$ cat src/sv/abdt_pkg.sv
package abdt_pkg;

  localparam int ANCHOR_COUNT = 2254;
  localparam int GRID0_END    = 1568;
  localparam int GRID1_END    = 1960;
  localparam int LOGIT_CLAMP  = 25600;
  localparam int CORNER_MAX   = 8388607;
  localparam int CORNER_MIN   = -8388608;
  // quotient bits below the saturation point
  localparam int QBITS        = 23;

  localparam logic [2:0] REG_THRESHOLD = 3'd0;
  localparam logic [2:0] REG_NET_W     = 3'd1;
  localparam logic [2:0] REG_NET_H     = 3'd2;
  localparam logic [2:0] REG_SCALE     = 3'd3;
  localparam logic [2:0] REG_PAD_X     = 3'd4;
  localparam logic [2:0] REG_PAD_Y     = 3'd5;

  typedef struct packed {
    logic [11:0]        anchor_index;
    logic signed [23:0] score_logit;
    logic signed [23:0] delta_x;
    logic signed [23:0] delta_y;
    logic signed [23:0] delta_w;
    logic signed [23:0] delta_h;
  } in_t;

  typedef struct packed {
    logic [11:0]        kept_index;
    logic signed [15:0] kept_logit;
    logic signed [23:0] left_edge;
    logic signed [23:0] top_edge;
    logic signed [23:0] right_edge;
    logic signed [23:0] bottom_edge;
  } out_t;

  typedef struct packed {
    logic signed [15:0] score_threshold_logit;
    logic [12:0]        net_input_width;
    logic [12:0]        net_input_height;
    logic [14:0]        frame_scale;
    logic [14:0]        pad_offset_x;
    logic [14:0]        pad_offset_y;
  } cfg_t;

  typedef struct packed {
    logic [4:0] gx;
    logic [4:0] gy;
    logic [1:0] gk;   // grid size is 7 << gk
  } cell_t;

  typedef struct packed {
    logic [11:0]        idx;
    logic signed [15:0] logit;
    logic signed [23:0] dx;
    logic signed [23:0] dy;
    logic signed [23:0] dw;
    logic signed [23:0] dh;
    cell_t              pos;
  } item_t;

  function automatic logic [12:0] net_eff(input logic [12:0] n);
    net_eff = (n == 13'd0) ? 13'd1 : n;
  endfunction

  // cell coordinates from the anchor index; divisions by 3 and 7 via reciprocals
  function automatic cell_t anchor_cell(input logic [11:0] idx);
    logic [11:0] r;
    logic [9:0]  c;
    logic [9:0]  t;
    logic [19:0] p;
    logic [9:0]  span;
    logic [9:0]  rem;
    cell_t       res;
    if (idx < 12'(GRID0_END)) begin
      res.gk = 2'd2;
      r = idx;
      c = r[10:1];
    end else if (idx < 12'(GRID1_END)) begin
      res.gk = 2'd1;
      r = idx - 12'(GRID0_END);
      c = r[10:1];
    end else begin
      res.gk = 2'd0;
      r = idx - 12'(GRID1_END);
      p = 20'(r[10:1]) * 20'd171;
      c = p[18:9];
    end
    t = c >> res.gk;
    p = 20'(t) * 20'd293;
    res.gy = p[15:11];
    span = 10'd7 << res.gk;
    rem = c - 10'(res.gy) * span;
    res.gx = rem[4:0];
    anchor_cell = res;
  endfunction

endpackage

$ cat src/sv/abdt_front.sv
module abdt_front (
  input  logic            clk,
  input  logic            rst,
  input  logic            in_valid,
  output logic            in_stall,
  input  abdt_pkg::in_t   in_data,
  input  abdt_pkg::cfg_t  cfg,
  input  logic            q_full,
  output logic            q_push,
  output abdt_pkg::item_t q_item
);

  logic               accept;
  logic               keep;
  logic signed [15:0] lclamp;
  logic               hold_valid;
  abdt_pkg::item_t    hold;

  always_comb begin
    if (in_data.score_logit > 24'(abdt_pkg::LOGIT_CLAMP))
      lclamp = 16'(abdt_pkg::LOGIT_CLAMP);
    else if (in_data.score_logit < -24'(abdt_pkg::LOGIT_CLAMP))
      lclamp = -16'(abdt_pkg::LOGIT_CLAMP);
    else
      lclamp = in_data.score_logit[15:0];
  end

  assign keep = (in_data.anchor_index < 12'(abdt_pkg::ANCHOR_COUNT)) &&
                (lclamp >= cfg.score_threshold_logit) &&
                (in_data.delta_w > 24'sd0) && (in_data.delta_h > 24'sd0) &&
                (cfg.frame_scale != 15'd0);

  assign in_stall = hold_valid && q_full;
  assign accept   = in_valid && !in_stall;
  assign q_push   = hold_valid && !q_full;
  assign q_item   = hold;

  always_ff @(posedge clk) begin
    if (rst) begin
      hold_valid <= 1'b0;
    end else if (accept) begin
      hold_valid <= keep;
    end else if (!q_full) begin
      hold_valid <= 1'b0;
    end
  end

  always_ff @(posedge clk) begin
    if (accept) begin
      hold.idx   <= in_data.anchor_index;
      hold.logit <= lclamp;
      hold.dx    <= in_data.delta_x;
      hold.dy    <= in_data.delta_y;
      hold.dw    <= in_data.delta_w;
      hold.dh    <= in_data.delta_h;
      hold.pos   <= abdt_pkg::anchor_cell(in_data.anchor_index);
    end
  end

endmodule

$ cat config.mk
export PLATFORM = sky130hd
export DESIGN_NAME = abdt_front
export DESIGN_NICKNAME = d
export VERILOG_FILES = /design/src/sv/abdt_pkg.sv /design/src/sv/abdt_front.sv
export SDC_FILE = /design/constraint.sdc
export NUM_CORES = 1
export LEC_CHECK = 0
export BUFFER_PORTS_ARGS = -buffer_cell sky130_fd_sc_hd__buf_2
export CAP_MARGIN = 40
export CORE_MARGIN = 3
export CORE_UTILIZATION = 45
export CTS_CLUSTER_DIAMETER = 100
export DETAILED_ROUTE_END_ITERATION = 6
export GPL_TIMING_DRIVEN = 0
export PLACE_DENSITY = 0.76
export SLEW_MARGIN = 40
export SYNTH_ARGS = -nofsm -noshare
export SYNTH_HDL_FRONTEND = slang
export SYNTH_SLANG_ARGS = --single-unit
$ cat constraint.sdc
create_clock -name clk -period 13.25 [get_ports clk]
set_input_delay 1.325 -clock clk [delete_from_list [all_inputs] [get_ports clk]]
set_output_delay 1.325 -clock clk [all_outputs]
set_load 0.02 [all_outputs]
Yosys cells after proc, flatten, opt, wreduce, memory -nomap -nowiden
Index checks and enable logic that the tools add are counted.
Storage, ports and cells
  flip-flop bits (word level): 137
  bits of input ports: 223
  output and inout port bits: 138
  word-level logic and storage cells: 47
Cells by class
  add/subtract/negate cells: 3
  multiply operators: 3
  $lt $le $gt $ge: 8
  equal/unequal tests: 1
  shift-type cells: 2
  muxes and demuxes: 10
  reduce and logical (&&, ||, !) cells: 10
Operators with widths (number)
  > comparator 24 x 1 -> 1 bit, second input constant: 2
  two-way mux 16 bit: 2
  two-way mux 10 bit: 3
  > comparator 24 x 16 -> 1 bit, second input constant: 1
  < comparator 12 x 11 -> 1 bit, second input constant: 2
  < comparator 24 x 16 -> 1 bit, second input constant: 1
  subtractor 11 bit, second input constant: 2
  multiplier 10 x 8 -> 18 bit, second input constant: 1
  greater-or-equal comparator 16 bit: 1
  multiplier 10 x 9 -> 16 bit, second input constant: 1
  nonzero test 15 bit: 1
  < comparator 12 bit, second input constant: 1
  multiplier 5 x 10 -> 5 bit: 1
  << shifter 3 x 2 -> 10 bit, first input constant: 1
  right shift 10 x 2 -> 10 bit: 1
  logical AND 1 bit: 7
  subtractor 5 bit: 1
  two-way mux 2 bit: 2
  two-way mux 1 bit: 3
  zero test 1 bit: 2
  != test 2 x 1 -> 1 bit, second input constant: 1

Depth between registers and ports, before layout
  word-level depth: 9
  mapped depth: 47
  depth with buffers taken out: 47

Least setup slack after synthesis
No wires, ideal clock.
  path type: input -> register
  start point: input in_data[126] (netlist name)
  end point: register hold (netlist bit q_item[11]), data pin
  library setup time: 0.258 ns
  arrival time: 11.377 ns
  required time: 12.992 ns
  path slack: 1.615 ns
  stages on the path: 44
  path buffers: 1
  cells stage by stage: buf_2 -> inv_1 -> ha_1 -> a21oi_1 -> xnor2_1 -> inv_1 -> fa_1 -> inv_1 -> fa_1 -> inv_1 -> fa_1 -> inv_1 -> ha_1 -> and3_1 -> and2_1 -> o41ai_1 -> o21bai_1 -> xor2_1 -> (+8 left out) -> ha_1 -> and3_1 -> nand4_1 -> nor4bb_2 -> o21ai_2 -> o211ai_4 -> xor2_1 -> and2_1 -> fa_1 -> ha_1 -> xor2_1 -> ha_1 -> a31oi_1 -> o31ai_1 -> a31oi_1 -> xnor2_1 -> xnor3_1 -> xnor2_1
Between the ends
  longest elaborated chain between the ends: 9
Ends and longest elaborated chain
  start: declaration: RTL line abdt_front.sv:6  | input abdt_pkg::in_t in_data,
  subtractor 11 bit: RTL line abdt_pkg.sv:85  | r = idx - 12'(GRID1_END);
  multiplier 10 x 8 -> 18 bit: RTL line abdt_pkg.sv:86  | p = 20'(r[10:1]) * 20'd171;
  two-way mux 10 bit: RTL line abdt_pkg.sv:79  | end else if (idx < 12'(GRID1_END)) begin
  two-way mux 10 bit: RTL line abdt_pkg.sv:75  | if (idx < 12'(GRID0_END)) begin
  two-way mux 10 bit: RTL line abdt_front.sv:49  | if (accept) begin
  right shift 10 x 2 -> 10 bit: RTL line abdt_pkg.sv:89  | t = c >> res.gk;
  multiplier 10 x 9 -> 16 bit: RTL line abdt_pkg.sv:90  | p = 20'(t) * 20'd293;
  multiplier 5 x 10 -> 5 bit: RTL line abdt_pkg.sv:93  | rem = c - 10'(res.gy) * span;
  subtractor 5 bit (*): RTL line abdt_pkg.sv:93
  end: declaration: RTL line abdt_front.sv:17  | abdt_pkg::item_t hold;
Every way passes the cells marked *; elsewhere a longest branch is shown, timed or not. The select of a mux whose other input is x is not followed.
A chain may end at the register's enable or synchronous reset.

Worst setup path in the final report
  start point: input in_data[123] (netlist name)
  end point: register hold (netlist bit q_item[11]), data pin
Same word-level chain as after synthesis.

==> run summary <==
top-area cell type share of the netlist area -> 0.481
most area-consuming cells after synthesis -> edfxtp_1 (48%), ha_1 (16%), fa_1 (7.1%)
Core Region -> 0.0183 mm2
WP data arrival -> 12700 ps
CP max stage delay -> 550 ps
flop-to-flop setup slack -> 11210 ps
leading area contributor after synthesis -> edfxtp_1
Slew HR -> 0.511
Die Ht -> 143 um
multi-input logic area -> 0.00395 mm2
CTS Hold Bufs -> 0
final net count -> 1388
status -> completed
Final min period -> 12520 ps
1st-iter DRT viols -> 513
via count -> 6874
Gate Count Post-Synth -> 696
num ports -> 361
FFs w/ async S/R, synth -> 0
crit end category -> register
Post-Route Utilization -> 0.602
setup_tns -> 0 ps
Post-Route WL -> 28.1 mm
CP startpoint -> in_data[123]
post-CTS resize count -> 0
drt drc -> 0
area grow syn2layout -> 29.6%
Setup WS post-layout -> 727 ps
Clock Path Buffers -> 2
sequential cell area -> 0.00410 mm2
All-Layer GR Usage -> 0.270
Worst Path Required -> 13430 ps
grt total ovfl -> 0
largest net degree at the start of global routing -> 45
first-pass GRT wire length -> 40.4 mm
starting density of the core -> 0.465
Via density -> 5.41
Synth Area per Inst -> 12.2 um2
CP startpoint kind -> primary input
Max Cap Viol -> 0
Pins Over Slew Limit -> 0
postcts setup bufs -> 0
Final Cycle Share -> 0.945
Slowest-stage cell, CP -> fa_1
fmax -> 79.9 MHz
Die Span X -> 143 um
vias in the first global route -> 6789
Synth Cell Area -> 0.00849 mm2
fill count -> 1520
number of nets with antenna violations after routing -> 0
Final Setup Violations -> 0
clock sinks -> 137
row count -> 49
DR WL/cell -> 22.2 um
CTS Buf Count -> 17
share of cells above drive strength 1 -> 0.353
Synth cell types -> 64
FF-to-FF Start -> hold_valid$_SDFFE_PP0P_
Hold Violations, Final -> 0
Post-synth EDFFs -> 136
DP HPWL -> 23.2 mm
1st-pass router iterations -> 5
PortBufs -> 304
synthesis-stage register bit count -> 137
Ys Warns -> 0
clock-pin slew reported for the worst setup and hold paths after clock tree synthesis -> 70 ps
Primary FF master, synth -> edfxtp_1
CTS tree -> built
antenna violations before repair -> 3
worst skew pair latency -> 430 ps
Seq/Total Area, Yosys -> 0.484
Tightest Pin Transition -> 728 ps
Tightest Hold Check Type -> reg2reg
Root Driver -> clkbuf_16
GPL Wtd Cong -> 0.967
H-Tree Depth -> 4
die area -> 0.0205 mm2
kind of critical path -> in2reg
Worst Skew -> 9.86 ps
pre-CTS setup slack -> 71.5 ps
hold path start -> hold_valid$_SDFFE_PP0P_
CP max FO -> 8
-- registers in the layout, indices dropped and copies added (netlist names) --
register and cells:
hold_valid 1, q_item 136
-- per-stage QoR --
stage | cells | cell area [um2] | hold slack [ps]
floorplan | 698 | 8490 | 457
global placement | 1231 | 10300 | 549
detailed placement | 1235 | 10400 | 559
CTS | 1267 | 11000 | 588
global route | 1268 | 11000 | 631
finish | 1270 | 11000 | 580
-- cell families (layout without fill, tap and decap cells) --
| group | Yosys count | in the layout | synth area share |
|---|---|---|---|
| adder cells (fa/ha/maj) | 140 | 140 | 0.233 |
| other | 1 | 6 | 0.000442 |
| AND/OR/NAND/NOR | 155 | 155 | 0.0966 |
| XOR/XNOR | 42 | 42 | 0.0475 |
| buffers and inverters | 120 | 460 | 0.0543 |
| AO/OA/AOI/OAI | 98 | 98 | 0.0812 |
| multiplexers | 3 | 3 | 0.00354 |
| flip-flops | 137 | 137 | 0.484 |
-- Yosys cell counts (all sizes together), types with 12 or more instances --
master,number
nor2,36
xor2,20
nor3,12
a21o,12
edfxtp,136
and3,13
fa,30
inv,108
a21oi,23
ha,110
nor4,21
o21ai,19
nand3,13
nand2,28
xnor2,20
-- cells in the final DEF (no fill, tap or decap), types with 4 or more instances in the layout --
cell / count
nand2_1: 27
inv_8: 4
xor2_1: 19
nor3_1: 11
a21oi_1: 22
inv_6: 5
a211oi_1: 4
clkbuf_16: 17
o211ai_1: 4
nor2_1: 36
ha_1: 110
nand2b_1: 4
nand3_1: 12
edfxtp_1: 136
o21ai_1: 4
nand4_1: 11
inv_1: 107
o21ai_0: 13
a21o_1: 12
nor4_1: 20
and3_1: 13
a31oi_1: 7
and2_1: 6
buf_2: 309
nor2b_1: 4
fa_1: 30
xnor2_1: 18
-- critical path, delay by kind of cell --
| family | cells | cell delay, ps |
|---|---|---|
| xor gates and xnor gates | 7 | 1850 |
| adders and majority gates | 13 | 4890 |
| AOI/OAI and AO/OA | 10 | 2150 |
| and+or+nand+nor | 8 | 1490 |
| buffers and inverters | 9 | 980 |
-- metal layers --
layer | global-route usage | part of all wire
met3 | 0.0546 | 0.063
met4 | 0.0971 | 0.035
met5 | 0 | 0.00046
met1 | 0.314 | 0.38
met2 | 0.494 | 0.52
-- cell type report --
type,instances,share of cell area
flip-flops and latches,137,0.373
multi-input cells,441,0.360
repair buffers,308,0.144
clock buffers,17,0.0387
inverters,109,0.0372
well taps,229,0.0261
clock inverters,15,0.0159
plain buffers,11,0.00466
diodes,3,0.000683
-- final timing paths --
check / endpoint / cells after the start
setup / recovery: q_item[11]$_DFFE_PP_ / 47
hold reg to reg: hold_valid$_SDFFE_PP0P_ / 2
hold / removal: hold_valid$_SDFFE_PP0P_ / 2
setup reg to reg: hold_valid$_SDFFE_PP0P_ / 8
Power is left out: the tool's default activity adds up to more than one toggle a clock period on the data nets, which glitch-free logic cannot reach.
