## config.mk

```make
export PLATFORM = sky130hd
export DESIGN_NAME = abdt_queue
export DESIGN_NICKNAME = d
export VERILOG_FILES = /design/src/sv/abdt_pkg.sv /design/src/sv/abdt_queue.sv
export SDC_FILE = /design/constraint.sdc
export NUM_CORES = 1
export LEC_CHECK = 0
export ABC_AREA = 0
export BUFFER_PORTS_ARGS = -buffer_cell sky130_fd_sc_hd__buf_2
export CAP_MARGIN = 40
export CORE_MARGIN = 2
export CORE_UTILIZATION = 35
export DETAILED_ROUTE_END_ITERATION = 16
export GPL_TIMING_DRIVEN = 1
export PLACE_DENSITY_LB_ADDON = 0.08
export RECOVER_POWER = 100
export SLEW_MARGIN = 20
export SYNTH_ARGS = -nofsm -noshare
export SYNTH_HDL_FRONTEND = slang
export SYNTH_SLANG_ARGS = --single-unit
```

## constraint.sdc

```tcl
create_clock -name clk -period 13.5 [get_ports clk]
set_input_delay 2.7 -clock clk [delete_from_list [all_inputs] [get_ports clk]]
set_output_delay 2.7 -clock clk [all_outputs]
set_load 0.02 [all_outputs]
```

## src/sv/abdt_pkg.sv

```systemverilog
package abdt_pkg;

  localparam int ANCHOR_COUNT = 2254;
  localparam int GRID0_END    = 1568;
  localparam int GRID1_END    = 1960;
  localparam int LOGIT_CLAMP  = 25600;
  localparam int CORNER_MAX   = 8388607;
  localparam int CORNER_MIN   = -8388608;
  // quotient bits below the saturation point
  localparam int QBITS        = 23;

  localparam logic [2:0] REG_THRESHOLD = 3'd0;
  localparam logic [2:0] REG_NET_W     = 3'd1;
  localparam logic [2:0] REG_NET_H     = 3'd2;
  localparam logic [2:0] REG_SCALE     = 3'd3;
  localparam logic [2:0] REG_PAD_X     = 3'd4;
  localparam logic [2:0] REG_PAD_Y     = 3'd5;

  typedef struct packed {
    logic [11:0]        anchor_index;
    logic signed [23:0] score_logit;
    logic signed [23:0] delta_x;
    logic signed [23:0] delta_y;
    logic signed [23:0] delta_w;
    logic signed [23:0] delta_h;
  } in_t;

  typedef struct packed {
    logic [11:0]        kept_index;
    logic signed [15:0] kept_logit;
    logic signed [23:0] left_edge;
    logic signed [23:0] top_edge;
    logic signed [23:0] right_edge;
    logic signed [23:0] bottom_edge;
  } out_t;

  typedef struct packed {
    logic signed [15:0] score_threshold_logit;
    logic [12:0]        net_input_width;
    logic [12:0]        net_input_height;
    logic [14:0]        frame_scale;
    logic [14:0]        pad_offset_x;
    logic [14:0]        pad_offset_y;
  } cfg_t;

  typedef struct packed {
    logic [4:0] gx;
    logic [4:0] gy;
    logic [1:0] gk;   // grid size is 7 << gk
  } cell_t;

  typedef struct packed {
    logic [11:0]        idx;
    logic signed [15:0] logit;
    logic signed [23:0] dx;
    logic signed [23:0] dy;
    logic signed [23:0] dw;
    logic signed [23:0] dh;
    cell_t              pos;
  } item_t;

  function automatic logic [12:0] net_eff(input logic [12:0] n);
    net_eff = (n == 13'd0) ? 13'd1 : n;
  endfunction

  // cell coordinates from the anchor index; divisions by 3 and 7 via reciprocals
  function automatic cell_t anchor_cell(input logic [11:0] idx);
    logic [11:0] r;
    logic [9:0]  c;
    logic [9:0]  t;
    logic [19:0] p;
    logic [9:0]  span;
    logic [9:0]  rem;
    cell_t       res;
    if (idx < 12'(GRID0_END)) begin
      res.gk = 2'd2;
      r = idx;
      c = r[10:1];
    end else if (idx < 12'(GRID1_END)) begin
      res.gk = 2'd1;
      r = idx - 12'(GRID0_END);
      c = r[10:1];
    end else begin
      res.gk = 2'd0;
      r = idx - 12'(GRID1_END);
      p = 20'(r[10:1]) * 20'd171;
      c = p[18:9];
    end
    t = c >> res.gk;
    p = 20'(t) * 20'd293;
    res.gy = p[15:11];
    span = 10'd7 << res.gk;
    rem = c - 10'(res.gy) * span;
    res.gx = rem[4:0];
    anchor_cell = res;
  endfunction

endpackage

```

## src/sv/abdt_queue.sv

```systemverilog
module abdt_queue #(
  parameter int DEPTH = 4
) (
  input  logic            clk,
  input  logic            rst,
  input  logic            push,
  input  abdt_pkg::item_t push_item,
  output logic            full,
  input  logic            pop,
  output logic            head_valid,
  output abdt_pkg::item_t head_item
);

  localparam int AW = (DEPTH > 1) ? $clog2(DEPTH) : 1;
  localparam int CW = $clog2(DEPTH + 1);

  abdt_pkg::item_t entries [DEPTH];
  logic [AW-1:0]   wr_ptr;
  logic [AW-1:0]   rd_ptr;
  logic [CW-1:0]   count;
  logic            do_pop;

  assign full       = (count == CW'(DEPTH));
  assign head_valid = (count != '0);
  assign head_item  = entries[rd_ptr];
  assign do_pop     = pop && head_valid;

  always_ff @(posedge clk) begin
    if (rst) begin
      wr_ptr <= '0;
      rd_ptr <= '0;
      count  <= '0;
    end else begin
      if (push)
        wr_ptr <= (wr_ptr == AW'(DEPTH - 1)) ? '0 : wr_ptr + 1'b1;
      if (do_pop)
        rd_ptr <= (rd_ptr == AW'(DEPTH - 1)) ? '0 : rd_ptr + 1'b1;
      if (push && !do_pop)
        count <= count + 1'b1;
      else if (do_pop && !push)
        count <= count - 1'b1;
    end
  end

  always_ff @(posedge clk) begin
    if (push)
      entries[wr_ptr] <= push_item;
  end

endmodule

```

* After elaboration in Yosys (flattened, before gate mapping)
Memory sizes are Yosys's and may differ from the RTL's. A register that Yosys moved wholly into a read port is not among the register bits. Index checks and enable logic that the tools add are counted.
Cells by class: reduce and logical (&&, ||, !) cells 7, equality and inequality tests 3, $add $sub $neg 4, muxes and demuxes 8
Operators with widths (count):
- $mux W2 | 4
- $mux W3 | 2
- $add A2 B1 Y2 const B | 2
- $eq A2 B2 Y1 const B | 2
- $add A3 B1 Y3 const B | 1
- $eq A3 B3 Y1 const B | 1
- $logic_and A1 B1 Y1 | 3
- $reduce_bool A3 Y1 | 1
- $sub A3 B1 Y3 const B | 1
- $logic_not A1 Y1 | 2
- $mux W1 | 2
- $reduce_bool A2 Y1 | 1
Word-level totals: bits of input ports 140, memories kept 1, bits in registers 7, RAM bits 544
Memory list:
- entries | depth 4, width 136, read ports 1, clocked after Yosys merged registers in 1, wr ports 1, RTL line abdt_queue.sv:17 | abdt_pkg::item_t entries [DEPTH];

* Longest topological paths before layout
Gate-level depths: netlist of the first run.
depth after elaboration 5, mapped depth 7, gate-level depth less buffers 7

* Least setup slack after synthesis of the first run
OpenSTA, ideal clock, no wires.
path type input port to flip-flop, start input port push, end memory entries[0][0] in the netlist's numbering, enable pin, arrival time 5.811 ns, stages 1, path slack 7.178 ns, cells stage by stage and2_1
Between the ends: longest elaborated chain between the ends 2
Ends and longest elaborated chain:
- start, declared | RTL line abdt_queue.sv:6 | input logic push,
- $mux W1 | RTL line abdt_queue.sv:46 | if (push)
- $mux W1 (not written as such) | RTL line abdt_queue.sv:47 | entries[wr_ptr] <= push_item;
- end, declared | RTL line abdt_queue.sv:17
Every way passes these cells.

* Worst setup path in the final report of the first run
start input port push, end memory entries[0][124] in the netlist's numbering, enable pin
Same word-level chain as after synthesis.

==> metrics.txt, run 1 <==
first drt pass iteration count 6; drt initial violations 414; R2R Path End entries[0][124]; Required @ worst endpoint 13770 ps; final setup vio count 0; synth-to-layout area growth 19.7%; number of CTS-inserted buffers 59; total global-route track usage 14.4%; fin crit period 9120 ps; TNS Setup 0 ps; initial antenna violation count 7; Clock Pin Slew Worst Setup and Hold Paths 60 ps; synth warn 0; period utilization 67.6%; Rows 87; sequential area share after synthesis 82.5%; vias in the first global route 9681; P_leak 7.29 nW; ys async rst share 0%; Arrival @ worst endpoint 9400 ps; IO Port Bufs 277; multiplexer area fraction after synthesis 15.5%; CP Capture Type flop; Reg-to-Reg Start wr_ptr[0]; CTS tree yes; FF-to-FF path depth 6; clk buf depth 3; Final GP Congestion 0.694; Initial Util 35.4%; Clock Latency Late Sink 600 ps; Routed WL 42700 um; status finished, violations left; layout cell share with drive strength beyond 1 20.9%; Slew Viols, Final 569; worst setup path class input port to flop; Mapped Cells 754; Detailed Place HPWL 26500 um; Post-Synth Simple-Gate Area 0.387%; maxcap violations 16; Worst VDD drop 0.000107 V; DRC 0; failing checks max-capacitance violations, max-slew violations; CP Max Fanout 39; Top Ports 278; WL/cell 22.6 um; nets 1231; largest net degree at the start of global routing 50; vias post-DR 9032; Core Box Area 56500 um2; hold-fix buffers at CTS 0; worst min-delay path startpoint rd_ptr[0]; Synth top area share 81.6%; Critical path origin push; clk_skew 18.4 ps; HP Class flop to flop; post-DR vias/cell 4.77; Avg Inst Size Synth 26.6 um2; EDFF count, synth 544; Max Clk Rate 110 MHz; Mapped Area 20000 um2; Synth area leader edfxtp_1; Final Hold Violating Endpoints 0; top-count cell post-synth edfxtp_1; Congestion Overflow GR 0; Setup crit start kind input port; H-Tree Depth 2; top_reg_cell synth edfxtp_1; Die ar. 59100 um2; tightest hold margin 502 ps; R2R Setup Slk 6240 ps; Die W 243 um; first-pass GRT wire length 63400 um; synthesized net count 901; Resize count post-CTS 0; number of post-CTS setup repair buffers 0; PD cells 185 nW/um2; post-synthesis compound-gate area fraction 0.112%; Tightest Pin Transition 3390 ps; Post-synth top cells edfxtp_1 (544), mux4_2 (136), buf_2 (15); Die Y 243 um; Hold Path Depth 2; post-synthesis xor/xnor area fraction 0.0875%; RSZ-0062 raised after global routing no; Fillers 4981; synthesized-area fraction occupied by adder cells 0.475%; CTS Root Cell clkbuf_16; Synth Register Bits 553; main combinational cell family by area after synthesis multiplexers; clock sink total 553; largest cells by area after synthesis edfxtp_1 (82%), mux4_2 (15%), dfxtp_1 (0.90%); Antenna Nets Post-Route 0; Slew headroom -126%; library cells used by synthesis 20
==> power breakdown <==
part           internal [W]  total [W]  switching [W]  leakage [nW]
sequential          0.00198    0.00202      0.0000418          5.07
clock              0.000961    0.00160       0.000636         0.945
combinational      0.000322   0.000818       0.000496          1.27
==> logic make-up (layout without fill, tap and decap cells) <==
kind of cell,count (synthesis),after routing
AO/OA/AOI/OAI,4,4
XOR/XNOR,2,2
adder cells (fa/ha/maj),7,7
buffers and inverters,33,413
flip-flops,553,553
multiplexers,140,140
other,0,3
AND/OR/NAND/NOR,15,15
==> stage by stage <==
step,area [um2],worst slack [ps],total power (W),std cells,util [%]
after floorplan,20000,7180,0.00264,754,-
after global placement,22300,7440,0.00292,1770,39.5
final,24000,4380,0.00443,1893,42.4
after CTS,24400,6840,0.00456,1889,43.2
after global routing,24000,3470,0.00464,1891,42.4
after detailed placement,22500,7510,0.00294,1778,39.8
==> how the worst max path moves through the flow <==
stage                                 end  slack [ps]  cells after the start
final                     entries[0][124]        4380                      5
after global routing       head_item[135]        3470                      5
after CTS                  head_item[135]        6840                      5
after detailed placement   head_item[135]        7510                      5
after global placement     head_item[135]        7440                      4
after floorplan             entries[0][0]        7180                      1
==> registers in the layout (all words and copies together) (netlist names), named ones only <==
| name | count |
|---|---|
| rd_ptr | 2 |
| entries | 544 |
| wr_ptr | 2 |
| count | 3 |
==> cell type report <==
class                      instances  area, um2  share of cell area (%)
tap                              756        946                    3.95
timing repair buffer             299       1230                    5.11
antenna                            3       7.51                  0.0313
sequential                       553      16500                    68.9
clock inverter                    35        315                    1.32
clock buffer                      76       1630                    6.81
inverter                           3       11.3                  0.0470
multi-input combinational        168       3320                    13.8
==> worst max-delay path, cell delays in order <==
cell and delay, ps:
clkbuf_1 280, and2_0 2490, clkbuf_1 2020, clkbuf_1 1510, buf_12 340
==> routing by layer <==
metal  GRT usage (%)  up-vias  part of all wire [%]
met2            23.0      231                    49
met4            4.17       10                   2.0
li1                -     3946                     -
met5               0        -                  0.15
met1            18.6     4769                    42
met3            5.17       76                   7.3
==> placed cells by master (no fill, tap or decap), types with 5 or more instances in the layout <==
cell type and n:
clkinv_1 16, bufinv_16 6, clkbuf_1 294, clkbuf_8 5, nor2_1 6, ha_1 6, mux4_2 136, dfxtp_1 8
buf_2 7, clkbuf_16 61, edfxtp_1 544, clkinv_2 9
Power figures use the tool's default switching activity.
==> inputs of run 2 (changes only) <==
- clock period: 13.5 -> 8.83 ns (I/O delays scaled with it)
==> run 2 against run 1 <==
Compared with the run above: the run still ends with max-capacitance violations, max-slew violations left; register-to-register slack lost 1800 ps; clock skew grew 14 ps; wire length shrank 3.1%; sequential share of layout area shrank 0.47 points; core utilization grew 0.28 points; worst hold slack lost 7.9 ps; die area is the same; non-clock buffer count shrank 10; global-route usage shrank 0.36 points; total power grew 56%.
==> metrics.txt, run 2 (synthesis gave the netlist of run 1 again) <==
TNS Setup 0 ps (unchanged); Die W 243 um (unchanged); WL/cell 22.0 um (was 22.6 um); final setup vio count 0 (unchanged); Flop pwr share 44.2% (was 45.5%); largest net degree at the start of global routing 135 (was 50); PD cells 287 nW/um2 (was 185 nW/um2); Resize count post-CTS 0 (unchanged); Final GP Congestion 0.680 (was 0.694); hold-fix buffers at CTS 0 (unchanged); switching pwr 0.00180 W (was 0.00117 W); post-DR vias/cell 4.71 (was 4.77); Detailed Place HPWL 23600 um (was 26500 um); area occupied by multi-input gates 3320 um2 (unchanged); failing checks max-capacitance violations, max-slew violations (unchanged); number of post-CTS setup repair buffers 0 (unchanged); CTS Root Cell clkbuf_16 (unchanged); synth-to-layout area growth 20.5% (was 19.7%); first-pass GRT wire length 62200 um (was 63400 um); H-Tree Depth 2 (unchanged); Clock Latency Late Sink 620 ps (was 600 ps); CTS tree yes (unchanged); Switching Fraction 26.0% (was 26.5%); Die Y 243 um (unchanged); Tightest Pin Transition 4230 ps (was 3390 ps); vias post-DR 8876 (was 9032); Setup crit start kind flop (was input port); first drt pass iteration count 4 (was 6); clock sink total 553 (unchanged); status finished, violations left (unchanged); Biggest register entries (unchanged); layout cell share with drive strength beyond 1 23.4% (was 20.9%); HP Class flop to flop (unchanged); Int Pwr 0.00513 W (was 0.00326 W); initial antenna violation count 8 (was 7); DRC 0 (unchanged); Top Ports 278 (unchanged); Arrival @ worst endpoint 4550 ps (was 9400 ps); nets 1221 (was 1231); period utilization 71.6%; Die ar. 59100 um2 (unchanged); biggest registers after layout entries (544), count (3) (unchanged); Final Hold Violating Endpoints 0 (unchanged); most frequent cells in the layout edfxtp_1 (544), clkbuf_1 (255), mux4_2 (136) (was edfxtp_1 (544), clkbuf_1 (294), mux4_2 (136)); CP Max Fanout 37 (was 39); Worst VDD drop 0.000163 V (was 0.000107 V); Largest register FFs 544 (unchanged); clk buf depth 3 (unchanged); Initial Util 35.4% (unchanged); number of CTS-inserted buffers 59 (unchanged); Slew Viols, Final 275 (was 569); Antenna Nets Post-Route 0 (unchanged); Slew headroom -182% (was -126%); maxcap violations 6 (was 16); Max Clk Rate 158 MHz; Routed WL 41400 um (was 42700 um); P_leak 7.43 nW (was 7.29 nW); fin crit period 6320 ps; Clock Pin Slew Worst Setup and Hold Paths 60 ps (about the same); clock group share of total power 37.5% (was 36.0%); RSZ-0062 raised after global routing no (unchanged); Final WS setup 2510 ps (was 4380 ps); total global-route track usage 14.1% (was 14.4%); leading cell type in the layout, fill and taps excluded edfxtp_1 (unchanged); Rows 87 (unchanged); IO Port Bufs 277 (unchanged); clk_skew 32.1 ps (was 18.4 ps); Gate power share 18.4% (about the same); Required @ worst endpoint 7060 ps (was 13770 ps); Core Box Area 56500 um2 (unchanged); Congestion Overflow GR 0 (unchanged); drt initial violations 364 (was 414); CP Capture Type primary output (was flop); vias in the first global route 9544 (was 9681); Fillers 4969 (was 4981); FF/Latch Area 16500 um2 (about the same); worst setup path class flop to primary output (was input port to flop); Place WS 4410 ps (was 7510 ps)
## run 2: cell types whose count changed in the layout (fill, tap and decap cells not counted), moves of 2 or more
cell        change
buf_16          +2
buf_2          +26
buf_4           -3
bufinv_16       +7
clkbuf_1       -39
clkbuf_8        -5
clkinvlp_4      -4
diode_2         +2
## run 2: cell type report
class	instances	share of cell area [%]
tap	756	3.92
clock buffer	68	6.35
timing repair buffer	289	5.28
clock inverter	41	2.18
antenna	5	0.0518
multi-input combinational	168	13.7
sequential	553	68.4
inverter	3	0.0467
## run 2: power groups by stage
stage | logic, W | registers, W | clock network [W]
after global placement | 0.00130 | 0.00316 | 0
after CTS | 0.00133 | 0.00310 | 0.00268
final | 0.00127 | 0.00306 | 0.00260
after floorplan | 0.000929 | 0.00311 | 0
after global routing | 0.00138 | 0.00307 | 0.00278
after detailed placement | 0.00132 | 0.00315 | 0
## run 2: through the flow
| stage | power (W) | hold WS [ps] | instance area (um2) | utilization [%] | cells |
|---|---|---|---|---|---|
| after floorplan | 0.00404 | 456 | 20000 | - | 754 |
| final | 0.00694 | 494 | 24100 | 42.7 | 1883 |
| after global routing | 0.00724 | 536 | 24100 | 42.7 | 1879 |
| after global placement | 0.00447 | 478 | 22300 | 39.5 | 1765 |
| after detailed placement | 0.00447 | 475 | 22400 | 39.6 | 1768 |
| after CTS | 0.00710 | 483 | 24400 | 43.3 | 1877 |
## run 2: path summary, 6_finish.rpt
path | slack [ps] | from | to | depth (start not counted)
worst max-delay path | 2510 | flop | head_item[79] | 4
worst min-delay path | 490 | rd_ptr[0] | rd_ptr[0] | 2
worst max register to register | 4450 | wr_ptr[1] | entries[1][84] | 4
worst min register to register | 490 | rd_ptr[0] | rd_ptr[0] | 2
## run 2: critical path, cell delays in order, from the launching register on
cell and delay (ps):
dfxtp_1 1020, buf_16 310, clkbuf_1 1750, mux4_2 550, clkbuf_1 250
## run 2: per-layer routing
metal	GRT usage, %	up-vias	part of all wire [%]
met2	22.1	201	47
met4	4.66	6	2.5
met1	18.2	4666	43
li1	-	3921	-
met3	4.99	82	7.4
met5	0	-	0.089
==> inputs of run 3 (changes only) <==
- ABC_AREA: 0 -> 1
- clock period: 8.83 -> 5.9 ns (I/O delays scaled with it)
==> run 3 against run 2 <==
Compared with the run above: the run still ends with max-capacitance violations, max-slew violations left; final cell count rose by 31%; die area rose by 2.3%; total power rose by 61%; wire length rose by 22%; global-route usage rose by 2.4 points; cell area rose by 0.68%; count of clock-buffer cells in the layout rose by 7; worst hold slack improved by 23 ps; clock power rose by 42%; synthesized cell count rose by 83%; clock skew fell by 21 ps; largest power group unchanged; highest routed layer unchanged.
==> metrics.txt, run 3 <==
drt initial violations 603 (was 364); number of post-CTS setup repair buffers 0 (unchanged); Biggest register entries (unchanged); Placement Cell Area 22700 um2 (was 22400 um2); area occupied by multi-input gates 3480 um2 (was 3320 um2); Routed WL 50400 um (was 41400 um); first-pass GRT wire length 75500 um (was 62200 um); Arrival @ worst endpoint 3640 ps (was 4550 ps); period utilization 81.7%; Worst VDD drop 0.000244 V (was 0.000163 V); CP Depth 5 (was 4); Slew headroom -119% (was -182%); clk buf depth 3 (unchanged); Fillers 5450 (was 4969); PD cells 460 nW/um2 (was 287 nW/um2); Hold Path Depth 2 (unchanged); status finished, violations left (unchanged); Congestion Overflow GR 0 (unchanged); Gate power share 25.6% (was 18.4%); R2R Setup Slk 1360 ps (was 4450 ps); layout cell share with drive strength beyond 1 7.61% (was 23.4%); Core Box Area 57800 um2 (was 56500 um2); TNS Setup 0 ps (unchanged); clock group share of total power 32.9% (was 37.5%); Die Y 246 um (was 243 um); Post-Synth Simple-Gate Area 5.54% (was 0.387%); Switching Fraction 33.2% (was 26.0%); Tightest Pin Transition 3270 ps (was 4230 ps); Final Hold Violating Endpoints 0 (unchanged); Synth area leader edfxtp_1 (unchanged); top_reg_cell synth edfxtp_1 (unchanged); main combinational cell family by area after synthesis compound AO/OA/AOI/OAI gates (was multiplexers); final setup vio count 0 (unchanged); CP Max Fanout 65 (was 37); CTS tree yes (unchanged); IO Port Bufs 277 (unchanged); top-count cell post-synth edfxtp_1 (unchanged); Setup crit start kind flop (unchanged); CP Capture Type primary output (unchanged); Buf/Inv on CP 3 (unchanged); multiplexer area fraction after synthesis 0% (was 15.5%); FF/Latch Area 16500 um2 (about the same); Die W 246 um (was 243 um); Place WS 2280 ps (was 4410 ps); largest cells by area after synthesis edfxtp_1 (80%), o21ai_0 (6.5%), nor2_1 (5.2%) (was edfxtp_1 (82%), mux4_2 (15%), dfxtp_1 (0.90%)); final instance area 24300 um2 (was 24100 um2); leading cell type in the layout, fill and taps excluded edfxtp_1 (unchanged); vias post-DR 12300 (was 8876); Max Clk Rate 207 MHz; Resize count post-CTS 0 (unchanged); P_leak 7.80 nW (was 7.43 nW); post-synthesis xor/xnor area fraction 0.0427% (was 0.0875%); worst min-delay path startpoint rd_ptr[1] (was rd_ptr[0]); H-Tree Depth 2 (unchanged); biggest registers after layout entries (544), count (3) (unchanged); Rows 88 (was 87); clock sink total 553 (unchanged); CP max stage cell dfxtp_1 (was clkbuf_1); post-synthesis compound-gate area fraction 10.9% (was 0.112%); Antenna Nets Post-Route 0 (unchanged); FF-to-FF path depth 6 (was 4); WL/cell 20.5 um (was 22.0 um); Avg Inst Size Synth 14.9 um2 (was 26.6 um2); Int Pwr 0.00747 W (was 0.00513 W); fin crit period 4820 ps; maxcap violations 9 (was 6); Synth top area share 79.7% (was 81.6%); Pwr Total 0.0112 W (was 0.00694 W); synthesized net count 1526 (was 901); Post-synth top cells edfxtp_1 (544), nor2_1 (282), o21ai_0 (267) (was edfxtp_1 (544), mux4_2 (136), buf_2 (15)); clk_skew 10.9 ps (was 32.1 ps); R2R Path End entries[2][15] (was entries[1][84]); total global-route track usage 16.4% (was 14.1%); RSZ-0062 raised after global routing no (unchanged); most frequent cells in the layout edfxtp_1 (544), nor2_1 (282), o21ai_0 (268), clkbuf_1 (268), o22ai_1 (136) (was edfxtp_1 (544), clkbuf_1 (255), mux4_2 (136)); nets 1795 (was 1221); synth-to-layout area growth 18.5% (was 20.5%); worst setup path class flop to primary output (unchanged); hold-fix buffers at CTS 0 (unchanged); Required @ worst endpoint 4720 ps (was 7060 ps); Clock Pin Slew Worst Setup and Hold Paths 50 ps (was 60 ps); Critical Path, Cell by Cell buf_12 > buf_4 > o21ai_0 > o22ai_1 > clkbuf_1 (was buf_16 > clkbuf_1 > mux4_2 > clkbuf_1); number of CTS-inserted buffers 59 (unchanged); Largest register FFs 544 (unchanged); EDFF count, synth 544 (unchanged); Synth Register Bits 553 (unchanged); vias in the first global route 12000 (was 9544); ys async rst share 0% (unchanged); Flop pwr share 41.4% (was 44.2%); Mapped Area 20500 um2 (was 20000 um2); Reg-to-Reg Start wr_ptr[0] (was wr_ptr[1]); DRC 0 (unchanged); Detailed Place HPWL 27200 um (was 23600 um); post-DR vias/cell 4.98 (was 4.71); HP Class flop to flop (unchanged); synth warn 0 (unchanged); first drt pass iteration count 5 (was 4); CTS Root Cell clkbuf_16 (unchanged); crit-path max cell delay 1270 ps (was 1750 ps); synthesized-area fraction occupied by adder cells 0.464% (was 0.475%); Top delay family on crit path buffers and inverters (unchanged); Clock Latency Late Sink 600 ps (was 620 ps); Final WS setup 1080 ps (was 2510 ps); initial antenna violation count 7 (was 8); library cells used by synthesis 21 (was 20); Mapped Cells 1379 (was 754); largest net degree at the start of global routing 142 (was 135); Die ar. 60500 um2 (was 59100 um2); sequential area share after synthesis 80.6% (was 82.5%); Initial Util 35.5% (was 35.4%); switching pwr 0.00371 W (was 0.00180 W); Top Ports 278 (unchanged); Final GP Congestion 0.700 (was 0.680); Slew Viols, Final 349 (was 275); failing checks max-capacitance violations, max-slew violations (unchanged)
-- run 3: through the flow --
stage	hold slack (ps)	instances	utilization, %
after global routing	567	2461	42.0
after CTS	512	2460	42.7
after global placement	504	2345	39.1
after floorplan	483	1379	-
after detailed placement	502	2351	39.3
final	517	2462	42.0
-- run 3: routing by layer --
metal | GRT usage, % | part of all wire [%] | vias to the layer above | wire length, um
met4 | 4.08 | 1.6 | 12 | 827
li1 | - | - | 5752 | -
met2 | 27.0 | 49 | 264 | 24500
met3 | 4.47 | 6.6 | 75 | 3340
met5 | 0 | 0.16 | - | 80
met1 | 21.6 | 43 | 6168 | 21700
-- run 3: worst min-delay path: stages, from the launching register on --
cell and delay [ps]:
dfxtp_1 310, a21oi_1 100, nor2_1 60
-- run 3: kinds of logic (layout without fill, tap and decap cells) --
logic type                 count (synthesis)  count (layout)
DFF                                      553             553
AOI/OAI and AO/OA                        413             413
and+or+nand+nor                          300             300
buffers and inverters                    105             422
adders and majority gates                  7               7
xor gates and xnor gates                   1               1
other                                      0               1
-- run 3: worst max path at each step --
stage | startpoint | to | slack [ps]
final | flop | head_item[85] | 1080
after global routing | flop | head_item[63] | 770
after CTS | flop | head_item[84] | 1620
after detailed placement | flop | head_item[84] | 2280
after global placement | flop | head_item[90] | 2240
after floorplan | push | entries[3][0] | 1580
-- run 3: final cells by class --
class | instances | share of cell area [%]
inverter | 16 | 0.309
clock buffer | 75 | 6.50
multi-input combinational | 721 | 14.3
timing repair buffer | 297 | 5.50
clock inverter | 34 | 1.44
sequential | 553 | 68.0
antenna | 1 | 0.0103
tap | 765 | 3.94
-- run 3: power groups by stage --
stage          registers [W]  clock network (W)  logic [W]
2_1_floorplan        0.00465                  0    0.00196
3_3_place_gp         0.00475                  0    0.00297
3_5_place_dp         0.00472                  0    0.00304
4_1_cts              0.00463            0.00380    0.00305
6_report             0.00463            0.00369    0.00287
5_1_grt              0.00466            0.00395    0.00315
